<file path="config.mk">
export PLATFORM = sky130hd
export DESIGN_NAME = ipv4_prefix_filter_table
export DESIGN_NICKNAME = d
export VERILOG_FILES = /design/src/design/ipft_pkg.sv /design/src/design/ipv4_prefix_filter_table.sv /design/src/design/ipft_front.sv /design/src/design/ipft_engine.sv
export SDC_FILE = /design/constraint.sdc
export NUM_CORES = 1
export LEC_CHECK = 0
export ABC_AREA = 1
export BUFFER_PORTS_ARGS = -buffer_cell sky130_fd_sc_hd__buf_2
export CAP_MARGIN = 10
export CORE_MARGIN = 2
export CORE_UTILIZATION = 45
export CTS_BUF_LIST = sky130_fd_sc_hd__clkbuf_4 sky130_fd_sc_hd__clkbuf_8
export DETAILED_ROUTE_END_ITERATION = 8
export PLACE_DENSITY = 0.61
export SYNTH_ARGS = -nofsm -noshare
export SYNTH_HDL_FRONTEND = slang
export SYNTH_SLANG_ARGS = --single-unit
</file>
<file path="constraint.sdc">
create_clock -name clk_i -period 4.4 [get_ports clk_i]
set_input_delay 0.22 -clock clk_i [delete_from_list [all_inputs] [get_ports clk_i]]
set_output_delay 0.22 -clock clk_i [all_outputs]
set_load 0.005 [all_outputs]
</file>
<file path="src/design/ipft_pkg.sv">
`default_nettype none
// ----------------------------------------------------------------------------
// IPv4 prefix filter package
// Shared constants, beat types and state encodings of the prefix filter table.
// ----------------------------------------------------------------------------
package ipft_pkg;

  localparam int unsigned MAX_RULES   = 16;
  localparam int unsigned ADDR_W      = 32;
  localparam int unsigned LEN_W       = 6;
  localparam int unsigned CNT_W       = $clog2(MAX_RULES + 1);
  localparam int unsigned IDX_W       = (MAX_RULES > 1) ? $clog2(MAX_RULES) : 1;

  // Command queue between the front and the back end; the depth is a power of two.
  localparam int unsigned QUEUE_DEPTH = 2;
  localparam int unsigned QPTR_W      = $clog2(QUEUE_DEPTH);
  localparam int unsigned QFILL_W     = $clog2(QUEUE_DEPTH + 1);

  // Longest prefix length that can match a rule.
  localparam logic [LEN_W-1:0] FULL_LEN = LEN_W'(ADDR_W);

  // APB register map.
  localparam int unsigned PADDR_W = 3;
  localparam int unsigned PDATA_W = 32;
  localparam logic [0:0]  REG_DEFAULT_REJECT = 1'b0;

  typedef enum logic {
    FUNC_LOOKUP = 1'b0,
    FUNC_APPEND = 1'b1
  } func_e;

  typedef enum logic [1:0] {
    ST_IDLE,
    ST_SCAN,
    ST_RESULT
  } eng_state_e;

  typedef struct packed {
    logic              func;
    logic [ADDR_W-1:0] addr_prefix;
    logic [LEN_W-1:0]  prefix_length;
    logic              rule_loose;
    logic              rule_reject;
  } in_t;

  typedef struct packed {
    logic verdict_reject;
    logic any_match;
    logic table_full;
  } out_t;

  // Classified command handed from the front end to the back end.
  typedef struct packed {
    func_e             kind;
    logic [ADDR_W-1:0] prefix;
    logic [LEN_W-1:0]  len;
    logic              loose;
    logic              reject;
    logic              len_ok;
  } cmd_t;

  typedef struct packed {
    logic [ADDR_W-1:0] prefix;
    logic [LEN_W-1:0]  len;
    logic              loose;
    logic              reject;
  } rule_t;

endpackage
`default_nettype wire

</file>
<file path="src/design/ipv4_prefix_filter_table.sv">
// Append: the accepted command goes to ST_RESULT, which loads the registered result.
// Lookup: ST_SCAN reads the stored rules through the table's single read port, one rule
// per cycle, into a registered compare, then ST_RESULT; no rule is read when the table is
// empty or the query is longer than 32 bits. A stalled result keeps the back end busy.
// A two-beat command queue lets new items be accepted while a scan is running.
// Reset clears rule count, queue, output valid and default_reject; the table is not cleared.
`default_nettype none
// ----------------------------------------------------------------------------
// IPv4 prefix filter table
// Ordered prefix rule table with append and lookup, plus an APB register port.
// ----------------------------------------------------------------------------
module ipv4_prefix_filter_table (
  input  wire                 logic clk_i,
  input  wire                 logic rst_ni,
  input  wire                 logic in_valid_i,
  output                      logic in_ready_o,
  input  wire  ipft_pkg::in_t       in_data_i,
  output                      logic out_valid_o,
  input  wire                 logic out_ready_i,
  output       ipft_pkg::out_t      out_data_o,
  input  wire                 logic psel,
  input  wire                 logic penable,
  input  wire                 logic pwrite,
  input  wire  logic [ipft_pkg::PADDR_W-1:0] paddr,
  input  wire  logic [ipft_pkg::PDATA_W-1:0] pwdata,
  output       logic [ipft_pkg::PDATA_W-1:0] prdata,
  output                      logic pready
);
  import ipft_pkg::*;

  logic default_reject_q;
  logic reg_sel;
  logic reg_wr;
  logic cmd_valid;
  logic cmd_ready;
  cmd_t cmd;

  assign pready  = 1'b1;
  assign reg_sel = (paddr[PADDR_W-1:2] == REG_DEFAULT_REJECT);
  assign reg_wr  = psel && penable && pwrite && pready && reg_sel;
  assign prdata  = reg_sel ? PDATA_W'(default_reject_q) : '0;

  always_ff @(posedge clk_i or negedge rst_ni) begin
    if (!rst_ni) begin
      default_reject_q <= 1'b0;
    end else if (reg_wr) begin
      default_reject_q <= pwdata[0];
    end
  end

  ipft_front u_front (
    .clk_i       (clk_i),
    .rst_ni      (rst_ni),
    .in_valid_i  (in_valid_i),
    .in_ready_o  (in_ready_o),
    .in_data_i   (in_data_i),
    .cmd_valid_o (cmd_valid),
    .cmd_ready_i (cmd_ready),
    .cmd_o       (cmd)
  );

  ipft_engine u_engine (
    .clk_i            (clk_i),
    .rst_ni           (rst_ni),
    .default_reject_i (default_reject_q),
    .cmd_valid_i      (cmd_valid),
    .cmd_ready_o      (cmd_ready),
    .cmd_i            (cmd),
    .out_valid_o      (out_valid_o),
    .out_ready_i      (out_ready_i),
    .out_data_o       (out_data_o)
  );

endmodule
`default_nettype wire

</file>
<file path="src/design/ipft_front.sv">
`default_nettype none
// ----------------------------------------------------------------------------
// Prefix filter front end
// Accepts input beats, classifies them and queues them for the back end.
// ----------------------------------------------------------------------------
module ipft_front (
  input  wire                logic clk_i,
  input  wire                logic rst_ni,
  input  wire                logic in_valid_i,
  output                     logic in_ready_o,
  input  wire  ipft_pkg::in_t      in_data_i,
  output                     logic cmd_valid_o,
  input  wire                logic cmd_ready_i,
  output       ipft_pkg::cmd_t     cmd_o
);
  import ipft_pkg::*;

  cmd_t               queue_q [QUEUE_DEPTH];
  logic [QPTR_W-1:0]  wr_ptr_q, wr_ptr_d;
  logic [QPTR_W-1:0]  rd_ptr_q, rd_ptr_d;
  logic [QFILL_W-1:0] fill_q, fill_d;
  cmd_t               cmd_new;
  logic               push;
  logic               pop;

  assign in_ready_o  = (fill_q != QFILL_W'(QUEUE_DEPTH));
  assign cmd_valid_o = (fill_q != '0);
  assign cmd_o       = queue_q[rd_ptr_q];

  assign push = in_valid_i && in_ready_o;
  assign pop  = cmd_valid_o && cmd_ready_i;

  always_comb begin
    cmd_new.kind   = func_e'(in_data_i.func);
    cmd_new.prefix = in_data_i.addr_prefix;
    cmd_new.len    = in_data_i.prefix_length;
    cmd_new.loose  = in_data_i.rule_loose;
    cmd_new.reject = in_data_i.rule_reject;
    // Lookups longer than a full address can never match any rule.
    cmd_new.len_ok = (in_data_i.prefix_length <= FULL_LEN);
  end

  always_comb begin
    wr_ptr_d = push ? wr_ptr_q + QPTR_W'(1) : wr_ptr_q;
    rd_ptr_d = pop  ? rd_ptr_q + QPTR_W'(1) : rd_ptr_q;
    fill_d   = fill_q + QFILL_W'(push) - QFILL_W'(pop);
  end

  always_ff @(posedge clk_i or negedge rst_ni) begin
    if (!rst_ni) begin
      wr_ptr_q <= '0;
      rd_ptr_q <= '0;
      fill_q   <= '0;
    end else begin
      wr_ptr_q <= wr_ptr_d;
      rd_ptr_q <= rd_ptr_d;
      fill_q   <= fill_d;
    end
  end

  always_ff @(posedge clk_i) begin
    if (push) begin
      queue_q[wr_ptr_q] <= cmd_new;
    end
  end

`ifndef SYNTHESIS
  a_fill_bound: assert property (@(posedge clk_i) disable iff (!rst_ni)
    fill_q <= QFILL_W'(QUEUE_DEPTH))
    else $error("command queue overfilled");

  a_fill_track: assert property (@(posedge clk_i) disable iff (!rst_ni)
    (push && !pop) |=> (fill_q == $past(fill_q) + QFILL_W'(1)))
    else $error("command queue fill count lost a beat");

  a_ptr_gap: assert property (@(posedge clk_i) disable iff (!rst_ni)
    (wr_ptr_q - rd_ptr_q) == fill_q[QPTR_W-1:0])
    else $error("command queue pointers disagree with the fill count");
`endif

endmodule
`default_nettype wire

</file>
<file path="src/design/ipft_engine.sv">
`default_nettype none
// ----------------------------------------------------------------------------
// Prefix filter back end
// Holds the rule table, appends rules and scans it one rule per cycle.
// ----------------------------------------------------------------------------
module ipft_engine (
  input  wire                 logic clk_i,
  input  wire                 logic rst_ni,
  input  wire                 logic default_reject_i,
  input  wire                 logic cmd_valid_i,
  output                      logic cmd_ready_o,
  input  wire  ipft_pkg::cmd_t      cmd_i,
  output                      logic out_valid_o,
  input  wire                 logic out_ready_i,
  output       ipft_pkg::out_t      out_data_o
);
  import ipft_pkg::*;

  rule_t             mem_q [MAX_RULES];
  eng_state_e        state_q, state_d;
  logic [CNT_W-1:0]  count_q;
  logic [CNT_W-1:0]  idx_q;
  logic              cmp_vld_q;
  rule_t             rdata_q;
  cmd_t              qry_q;
  logic              verdict_q;
  logic              matched_q;
  logic              full_q;
  out_t              out_q;
  logic              out_valid_q;

  logic              take;
  logic              issue;
  logic              out_load;
  logic              has_room;
  logic              append_wr;
  logic              rule_hit;
  rule_t             new_rule;

  function automatic logic rule_match(rule_t r, cmd_t q);
    logic [ADDR_W-1:0] net_mask;
    net_mask = ~({ADDR_W{1'b1}} >> r.len);
    if (!q.len_ok) begin
      return 1'b0;
    end else if (!r.loose) begin
      return (r.prefix == q.prefix) && (r.len == q.len);
    end else begin
      // A loose rule must be no longer than the query and cover its network.
      return (r.len <= q.len) && (((r.prefix ^ q.prefix) & net_mask) == '0);
    end
  endfunction

  assign has_room  = (count_q < CNT_W'(MAX_RULES));
  assign take      = cmd_valid_i && cmd_ready_o;
  assign append_wr = take && (cmd_i.kind == FUNC_APPEND) && has_room;
  assign rule_hit  = cmp_vld_q && rule_match(rdata_q, qry_q);

  always_comb begin
    new_rule.prefix = cmd_i.prefix;
    new_rule.len    = cmd_i.len;
    new_rule.loose  = cmd_i.loose;
    new_rule.reject = cmd_i.reject;
  end

  // Control outputs of the sequencer.
  always_comb begin
    cmd_ready_o = 1'b0;
    issue       = 1'b0;
    out_load    = 1'b0;
    case (state_q)
      ST_IDLE: begin
        cmd_ready_o = 1'b1;
      end
      ST_SCAN: begin
        issue = qry_q.len_ok && (idx_q < count_q);
      end
      ST_RESULT: begin
        out_load = !out_valid_q || out_ready_i;
      end
      default: begin
      end
    endcase
  end

  // Next state of the sequencer.
  always_comb begin
    state_d = state_q;
    case (state_q)
      ST_IDLE: begin
        if (cmd_valid_i) begin
          state_d = (cmd_i.kind == FUNC_APPEND) ? ST_RESULT : ST_SCAN;
        end
      end
      ST_SCAN: begin
        // Leave once every stored rule has been read and compared, or at once for a query longer than a full address.
        if (!issue && !cmp_vld_q) begin
          state_d = ST_RESULT;
        end
      end
      ST_RESULT: begin
        if (out_load) begin
          state_d = ST_IDLE;
        end
      end
      default: begin
        state_d = ST_IDLE;
      end
    endcase
  end

  always_ff @(posedge clk_i or negedge rst_ni) begin
    if (!rst_ni) begin
      state_q     <= ST_IDLE;
      count_q     <= '0;
      idx_q       <= '0;
      cmp_vld_q   <= 1'b0;
      out_valid_q <= 1'b0;
    end else begin
      state_q   <= state_d;
      cmp_vld_q <= issue;
      if (append_wr) begin
        count_q <= count_q + CNT_W'(1);
      end
      if (take) begin
        idx_q <= '0;
      end else if (issue) begin
        idx_q <= idx_q + CNT_W'(1);
      end
      if (out_load) begin
        out_valid_q <= 1'b1;
      end else if (out_ready_i) begin
        out_valid_q <= 1'b0;
      end
    end
  end

  // Rule table: one write port for appends, one registered read port for scans.
  always_ff @(posedge clk_i) begin
    if (append_wr) begin
      mem_q[count_q[IDX_W-1:0]] <= new_rule;
    end
    if (issue) begin
      rdata_q <= mem_q[idx_q[IDX_W-1:0]];
    end
  end

  always_ff @(posedge clk_i) begin
    if (take) begin
      qry_q     <= cmd_i;
      verdict_q <= (cmd_i.kind == FUNC_LOOKUP) ? default_reject_i : 1'b0;
      matched_q <= 1'b0;
      full_q    <= (cmd_i.kind == FUNC_APPEND) && !has_room;
    end else if (rule_hit) begin
      // Later rules override earlier ones, so the last hit wins.
      verdict_q <= rdata_q.reject;
      matched_q <= 1'b1;
    end
    if (out_load) begin
      out_q.verdict_reject <= verdict_q;
      out_q.any_match      <= matched_q;
      out_q.table_full     <= full_q;
    end
  end

  assign out_valid_o = out_valid_q;
  assign out_data_o  = out_q;

`ifndef SYNTHESIS
  a_count_bound: assert property (@(posedge clk_i) disable iff (!rst_ni)
    count_q <= CNT_W'(MAX_RULES))
    else $error("rule count exceeds table depth");

  a_count_step: assert property (@(posedge clk_i) disable iff (!rst_ni)
    (count_q != $past(count_q)) |-> (count_q == $past(count_q) + CNT_W'(1)))
    else $error("rule count moved by more than one");

  a_cmp_in_scan: assert property (@(posedge clk_i) disable iff (!rst_ni)
    cmp_vld_q |-> (state_q == ST_SCAN))
    else $error("rule compare outside of a scan");

  a_result_kind: assert property (@(posedge clk_i) disable iff (!rst_ni)
    out_valid_q |-> !(out_q.table_full && (out_q.any_match || out_q.verdict_reject)))
    else $error("full flag mixed with a lookup verdict");
`endif

endmodule
`default_nettype wire

</file>
---- Yosys cells after proc, flatten, opt, wreduce, memory -nomap -nowiden ----
Memory sizes are Yosys's and may differ from the RTL's. A register that Yosys moved wholly into a read port is not among the register bits.
Cells that the tools add are included.
word-level totals
  bits in latches ......................... 0
  input bits .............................. 83
  memory bits (writable) .................. 724
  memories ................................ 2
  memory bits (read-only) ................. 0
  word-level logic and storage cells ...... 90
  flip-flop bits (word level) ............. 64
cells by class
  shifts and indexed selects .............. 1
  muxes and demuxes ....................... 22
  add/subtract/negate cells ............... 6
  order comparisons ....................... 4
  multipliers ............................. 0
  bitwise operators ....................... 4
  divide/modulo/power cells ............... 0
  eq/ne operators ......................... 8
  reduce and logical (&&, ||, !) cells .... 25
memories
  memory           depth  bits a word  read ports  clocked after memory_dff  wr ports  RTL line           text
  u_engine.mem_q   16     40           1           1                         1         ipft_engine.sv:19  rule_t mem_q [MAX_RULES];
  u_front.queue_q  2      42           1           0                         1         ipft_front.sv:18   cmd_t queue_q [QUEUE_DEPTH];
operators by type and width
  operator                 number
  $and A32 B32 Y32         1
  $eq A32 B32 Y1           1
  $logic_not A32 Y1        1
  $not A32 Y32             1
  $shr A32 B6 Y32 const A  1
  $xor A32 B32 Y32         1
  $mux W1                  15
  $logic_and A1 B1 Y1      13
  $add A5 B1 Y5 const B    2
  $mux W5                  2
  $mux W2                  4
  $reduce_bool A2 Y1       4
  $eq A6 B6 Y1             1
  $le A6 B6 Y1             1
  $le A6 B6 Y1 const B     1
  $ne A2 B1 Y1 const B     3
  $pmux W2 S3              1
  $lt A5 B5 Y1             1
  $lt A5 B5 Y1 const B     1
  $logic_not A1 Y1         4
  $reduce_and A3 Y1        1
  $add A1 B1 Y1 const B    2
  $add A2 B1 Y2            1
  $eq A2 B1 Y1 const B     1
  other kinds (6)          6

---- Depth between registers and ports, before layout ----
Gate-level depths: netlist of the first run.
  word-level depth ........................ 10
  gate-level depth with buffers ........... 14

---- Cells and area by module ----
Synthesis of the first run repeated with hierarchy kept, for this count alone.
unflattened totals
  cells, all modules ...................... 2447
  area, all modules ....................... 33146.8 sq um
modules (own cells, without submodules)
  module                    times used  area an instance (sq um)  cells an instance  seq. area each (sq um)
  ipft_engine               1           29489.5                   2147               22111.2
  ipft_front                1           3343.2                    255                2622.5
  ipv4_prefix_filter_table  1           314.1                     45                 25.0

---- Worst setup path before layout of the first run ----
Ideal clock, no wire load.
  path type ............................... flip-flop to flip-flop
  start ................................... reg u_engine.state_q[0]
  end ..................................... mem u_engine.mem_q[0][0] (netlist bit) (enable)
  clock period less this slack ............ 3351 ps
  required time ........................... 3963 ps
  arrival ................................. 2914 ps
  stages on the path, launching flop included .. 6
  setup time .............................. 437 ps
  buffers on the path ..................... 0
  slack ................................... 1049 ps
  cells stage by stage .................... dfrtp_1 -> nor2_1 -> nand2_1 -> nor3_4 -> nand2_1 -> nor2_1
between the ends
  word-level cells in the longest chain between the ends .. 7
RTL lines
  element                           RTL line            text
  start: declaration                ipft_engine.sv:20   eng_state_e state_q, state_d;
  start signal: assignment          ipft_engine.sv:119  state_q <= state_d;
  $logic_not A2 Y1                  ipft_engine.sv:70   case (state_q)
  $mux W1                           ipft_engine.sv:70
  $logic_and A1 B1 Y1               ipft_engine.sv:54   assign take = cmd_valid_i && cmd_ready_o;
  $logic_and A1 B1 Y1 (2 in a row)  ipft_engine.sv:55   assign append_wr = take && (cmd_i.kind == FUNC_APPEND) && has_room;
  $mux W1                           ipft_engine.sv:139  if (append_wr) begin
  $mux W1 (not written as such)     ipft_engine.sv:140  mem_q[count_q[IDX_W-1:0]] <= new_rule;
  end: declaration                  ipft_engine.sv:19
No other way between the ends.

---- Worst setup path after layout of the first run ----
  start ................................... reg u_engine.state_q[0]
  end ..................................... mem u_engine.mem_q[4][22] (netlist bit) (enable)
Same word-level chain as after synthesis.

==> impl_metrics.json, run 1 <==
{
  "die_y_um": 274,
  "cap_violations": 0,
  "vias": 20700,
  "ys.flop_type": "edfxtp_1",
  "final_util_pct": 51.2,
  "finalPower_mw": 22.6,
  "leakagePower_nw": 12.9,
  "synth_seq_cells": 828,
  "path_max_fanout": 25,
  "place_congestion": 0.838,
  "drive_gt1_share_pct": 12.4,
  "seq_area_frac_synth_pct": 75.5,
  "post_cts_buffers": 0,
  "ios": 121,
  "status": "finished, final reports clean",
  "fin_crit_sh_pct": 68.7,
  "clk_pin_slew_ns": 0.06,
  "clock_latency_ns": 0.79,
  "crit_arrival_ns": 3.47,
  "critical-path-top-cell-by-count": "nand2_1",
  "slew_headroom_pct": 33.6,
  "start_util_pct": 45.2,
  "h-tree-depth": 4,
  "slew_violations": 0,
  "cp.required_ns": 4.85,
  "crit_chain": "nor2_1 -> nand2_1 -> nor3_4 -> nand2_1 -> nor2_4 -> buf_12",
  "grt_pass1_vias": 20400,
  "first_iter_violations": 2126,
  "crit_type": "reg -> reg",
  "r2r-start": "u_engine.state_q[0]",
  "coreArea_um2": 72600,
  "die_x_um": 274,
  "viasPerCell": 5.57,
  "dp_hpwl_um": 41400,
  "postRouteWirelength_um": 81900,
  "netlist_instances": 2523,
  "timing.fmax_ghz": 0.331,
  "hp-class": "in -> reg",
  "antenna_left": 0,
  "row_count": 99,
  "cts_sinks": 828,
  "cts_buffer_depth": 3,
  "cts_resized": 0,
  "io_buffers": 55,
  "cts_tree": "done",
  "fin_tns_setup_ns": 0,
  "numCtsBuffers": 133,
  "avgSynthCellArea_um2": 13.0,
  "synth_area_um2": 32800,
  "cpMaxStageDelayCell": "nor2_4",
  "async_flop_share_pct": 2.29,
  "start_kind": "flip-flop",
  "timing.final.crit_period_ns": 3.02,
  "startpoint": "u_engine.state_q[0]",
  "die_area_um2": 75100,
  "fin_nets": 2759,
  "endpoint_kind": "flip-flop",
  "worst_pin_slew_ns": 0.997,
  "grt.overflow.total": 0,
  "cts_hold_buf": 48,
  "antenna_found_initial": 1,
  "grt_max_degree": 150,
  "synth_edf_count": 808,
  "firstDrtPassIters": 6,
  "grt_setup_unrepaired": "false",
  "ir_worst_vdd_mv": 0.454,
  "slowest_delay_ns": 0.68,
  "wl_per_cell_um": 22.1,
  "ys_warn_count": 0,
  "syn_to_final_growth_pct": 13.2,
  "setup_viol": 0,
  "grt.total_usage_pct": 21.9,
  "finalHoldViolCount": 0,
  "drc": 0,
  "grt_pass1_wl_um": 122000,
  "synth.distinct_cells": 40,
  "finalClockSkew_ns": 0.0328,
  "cts_root_buf": "clkbuf_8",
  "pwr_density_cell_nw_per_um2": 607,
  "hp-start": "in_data_i[40]"
}
sequential cells by signal (all words and copies together), names as in the netlist, 2 cells and up:
register / count
u_engine.qry_q: 39
u_engine.out_data_o: 3
u_engine.state_q: 2
u_front.fill_q: 2
u_engine.rdata_q: 40
u_engine.mem_q: 640
u_engine.count_q: 5
u_front.queue_q: 84
u_engine.idx_q: 5
final timing paths:
| path | end | slack [ns] | cells past startpoint |
|---|---|---|---|
| min | u_front.queue_q[0][41] | 0.15 | 2 |
| max | u_engine.mem_q[4][22] | 1.38 | 6 |
| min in group asynchronous | u_engine.idx_q[3] | 0.65 | 3 |
| max in group asynchronous | u_engine.idx_q[0] | 3.08 | 3 |
| min reg2reg | u_engine.out_data_o[0] | 0.43 | 0 |
| max reg2reg | u_engine.mem_q[4][22] | 1.38 | 6 |
stage by stage:
step                      setup WS [ns]  hold WS (ns)  instance area [um^2]  cells
after floorplan                    1.05       -0.0756                 32900   2553
after global placement             1.50         0.185                 34200   3435
after detailed placement           1.38         0.204                 34200   3435
after CTS                          1.32        0.0767                 37100   3714
after global routing               1.15         0.112                 37100   3715
final                              1.38         0.148                 37100   3715
final cells by class:
cell class / count / area, um^2
Antenna cell: 1 / 2.50
Clock buffer: 176 / 2180
Clock inverter: 55 / 299
Fill cell: 6165 / 35400
Inverter: 91 / 354
Multi-Input combinational cell: 1465 / 7160
Sequential cell: 828 / 24800
Tap cell: 959 / 1200
Timing Repair Buffer: 140 / 1180
synthesized netlist by cell type (2+ instances only):
master	instances	area, um^2
dfrtp_1	19	475
nand4_1	5	31.3
inv_2	2	7.51
nor2_2	4	25.0
o22ai_1	97	607
xor2_1	10	87.6
nor3_1	4	20.0
nand2_2	3	18.8
buf_4	36	270
o211ai_1	18	135
conb_1	2	7.51
nor2_1	382	1430
edfxtp_1	808	24300
nand3_1	88	440
buf_1	5	18.8
a21oi_1	9	45.0
buf_2	24	120
nand2_1	379	1420
a31oi_1	2	12.5
nor2_4	2	22.5
o221ai_1	63	552
o21ai_0	330	1650
clkbuf_1	104	390
inv_1	86	323
o21bai_1	2	15.0
clkinv_1	2	7.51
xnor2_1	8	70.1
ha_1	17	213
per-layer routing:
metal / up-vias / global-route usage, % / part of all wire, %
li1: 9382 / - / -
met1: 10300 / 28.1 / 41
met2: 816 / 36.9 / 49
met3: 146 / 4.26 / 6.6
met4: 0 / 8.75 / 2.8
met5: - / 0 / 0
cells in the final DEF (no fill, tap or decap), types with 3 or more instances in the layout:
| master | count |
|---|---|
| o211ai_1 | 18 |
| o221ai_1 | 63 |
| a21oi_1 | 9 |
| nor2_4 | 21 |
| o22ai_1 | 97 |
| dlygate4sd3_1 | 48 |
| nand2_1 | 379 |
| dfrtp_1 | 15 |
| nor2_2 | 4 |
| nand3_1 | 88 |
| xor2_1 | 10 |
| ha_1 | 17 |
| inv_1 | 83 |
| buf_12 | 12 |
| clkbuf_4 | 39 |
| buf_4 | 25 |
| clkinvlp_4 | 7 |
| edfxtp_1 | 808 |
| nand2_2 | 3 |
| nand4_1 | 5 |
| clkbuf_8 | 137 |
| nor2_1 | 363 |
| conb_1 | 32 |
| inv_2 | 5 |
| clkinv_1 | 28 |
| xnor2_1 | 8 |
| clkinv_2 | 16 |
| o21ai_0 | 330 |
| buf_2 | 55 |
| nor3_1 | 4 |
| inv_6 | 5 |
cells by family (layout without fill, tap and decap cells):
logic type,after synthesis,count (layout),share of synthesized area [%]
other,2,33,0.0229
DFF,828,828,75.5
adders and majority gates,17,17,0.648
AOI/OAI and AO/OA,525,525,9.31
buffers and inverters,260,462,3.48
xor gates and xnor gates,18,18,0.481
and+or+nand+nor,873,873,10.6
worst max-delay path: cells and delay by family, from the launching register on:
kind                   cells  cell delay [ns]
and+or+nand+nor            5             1.94
DFF                        1             0.39
buffers and inverters      1             0.33
power by group:
group,total [mW],switching [mW],internal (mW)
Clock,6.22,2.94,3.28
Combinational,5.18,4.00,1.19
Sequential,11.2,0.412,10.7
Power figures use the tool's default switching activity.
==> run 2: changes to the inputs <==
Clock period 4.4 ns to 2.88 ns, I/O delays scaled along.
==> run 2 against run 1 <==
Compared with the run above:
- clock skew fell by 0.0072 ns
- maximum frequency rose by 21%
- setup slack got worse by 1.0 ns
- design area rose by 1.0%
- combinational power rose by 59%
- critical path type unchanged
- critical endpoint is now u_engine.mem_q[9][8]
==> impl_metrics.json, run 2 (synthesis results as in run 1) <==
{
  "status": "finished, final reports clean",
  "crit_arrival_ns": 2.96,
  "crit_type": "reg -> reg",
  "dp_hpwl_um": 44100,
  "mostFrequentLayoutCell": "edfxtp_1",
  "antenna_found_initial": 1,
  "fin_cells": 3744,
  "fin_nets": 2788,
  "fin_crit_sh_pct": 86.9,
  "slew_headroom_pct": 38.0,
  "path_max_fanout": 10,
  "cts_sinks": 828,
  "drive_gt1_share_pct": 13.3,
  "place_congestion": 0.839,
  "cts_tree": "done",
  "endpoint_kind": "flip-flop",
  "post-place-ws_ns": 0.341,
  "cts_buffer_depth": 3,
  "grt_max_degree": 109,
  "final_cell_mix": "edfxtp_1, nand2_1, nor2_1, o21ai_0, clkbuf_8",
  "h-tree-depth": 4,
  "row_count": 99,
  "io_buffers": 55,
  "ios": 121,
  "grtUsageMet1_pct": 29.6,
  "viasPerCell": 5.54,
  "placed_cell_area_um2": 34500,
  "coreArea_um2": 72600,
  "die_area_um2": 75100,
  "drc": 0,
  "stdcell_area_um2": 37500,
  "hp-class": "in -> reg",
  "cap_violations": 0,
  "dpl.cell_count": 3463,
  "start_kind": "flip-flop",
  "worst_pin_slew_ns": 0.927,
  "finalHoldViolCount": 0,
  "wl_per_cell_um": 21.6,
  "grt_pass1_wl_um": 122000,
  "leakagePower_nw": 13.1,
  "setup_ws_ns": 0.377,
  "syn_to_final_growth_pct": 14.4,
  "grt-busiest-layer": "met2",
  "setup_viol": 0,
  "ir_worst_vdd_mv": 0.667,
  "first_iter_violations": 1833,
  "grt.total_usage_pct": 21.8,
  "clk_pin_slew_ns": 0.05,
  "finalClockSkew_ns": 0.0257,
  "cts_root_buf": "clkbuf_8",
  "grt_pass1_vias": 20400,
  "cp.required_ns": 3.34,
  "pwr_density_cell_nw_per_um2": 927,
  "grt_setup_unrepaired": "false",
  "grt.met2_usage_pct": 35.3,
  "postRouteWirelength_um": 81000,
  "vias": 20700,
  "clock_latency_ns": 0.78,
  "firstDrtPassIters": 5,
  "start_util_pct": 45.2,
  "r2r-start": "u_engine.state_q[0]",
  "timing.fmax_ghz": 0.400,
  "cts_resized": 0,
  "grt.overflow.total": 0,
  "grt_use_met3_pct": 3.96,
  "slew_violations": 0,
  "numCtsBuffers": 134,
  "largest_reg_flops": 640,
  "timing.final.crit_period_ns": 2.50,
  "die_y_um": 274,
  "startpoint": "u_engine.state_q[0]",
  "die_x_um": 274,
  "antenna_left": 0,
  "hp-start": "in_data_i[34]"
}
-- run 2: final cells by class --
cell class,instances,area (um^2)
fill,6174,35100
clock buffer,185,2250
sequential,828,24800
inverter,91,352
timing repair buffer,168,1530
tap,959,1200
antenna,1,2.50
multi-input combinational,1465,7160
clock inverter,47,262
-- run 2: power by group --
part	switching [mW]	internal, mW
Sequential	0.519	16.4
Combinational	6.25	1.98
Clock	4.47	5.13
-- run 2: layer usage --
layer,vias to the layer above,wire [um]
met3,138,5580
met5,-,0
met2,875,39100
met1,10300,34300
met4,0,1940
li1,9433,-
-- run 2: critical path, stage by stage (launching register included) --
cell,delay (ns)
dfrtp_1,0.39
nor2_1,0.17
nand2_1,0.15
nor3_4,0.34
nand2_1,0.31
nor2_4,0.54
buf_4,0.29
-- run 2: worst paths after layout --
| path | slack, ns | endpoint | cells after the start |
|---|---|---|---|
| min in group asynchronous | 0.65 | u_engine.idx_q[4] | 3 |
| hold reg to reg | 0.45 | u_engine.out_data_o[0] | 0 |
| setup reg to reg | 0.38 | u_engine.mem_q[9][8] | 6 |
| max in group asynchronous | 1.54 | u_engine.idx_q[0] | 3 |
| hold / removal | 0.08 | u_front.queue_q[0][35] | 2 |
| setup / recovery | 0.38 | u_engine.mem_q[9][8] | 6 |
-- run 2: repair_timing --
action	4_1_cts	5_1_grt
hold endpoints to repair	134	0
hold buffers	48	0
setup buffers	0	0
-- run 2: per-stage QoR --
stage / util, % / hold WS (ns) / TNS [ns] / total power [mW]
3_3_place_gp: 47.6 / 0.132 / 0 / 25.1
4_1_cts: 51.7 / 0.0178 / 0 / 35.0
5_1_grt: 51.7 / 0.0488 / 0 / 36.6
3_5_place_dp: 47.6 / 0.132 / 0 / 25.4
2_1_floorplan: - / -0.152 / -282.13 / 22.2
6_report: 51.7 / 0.0835 / 0 / 34.8
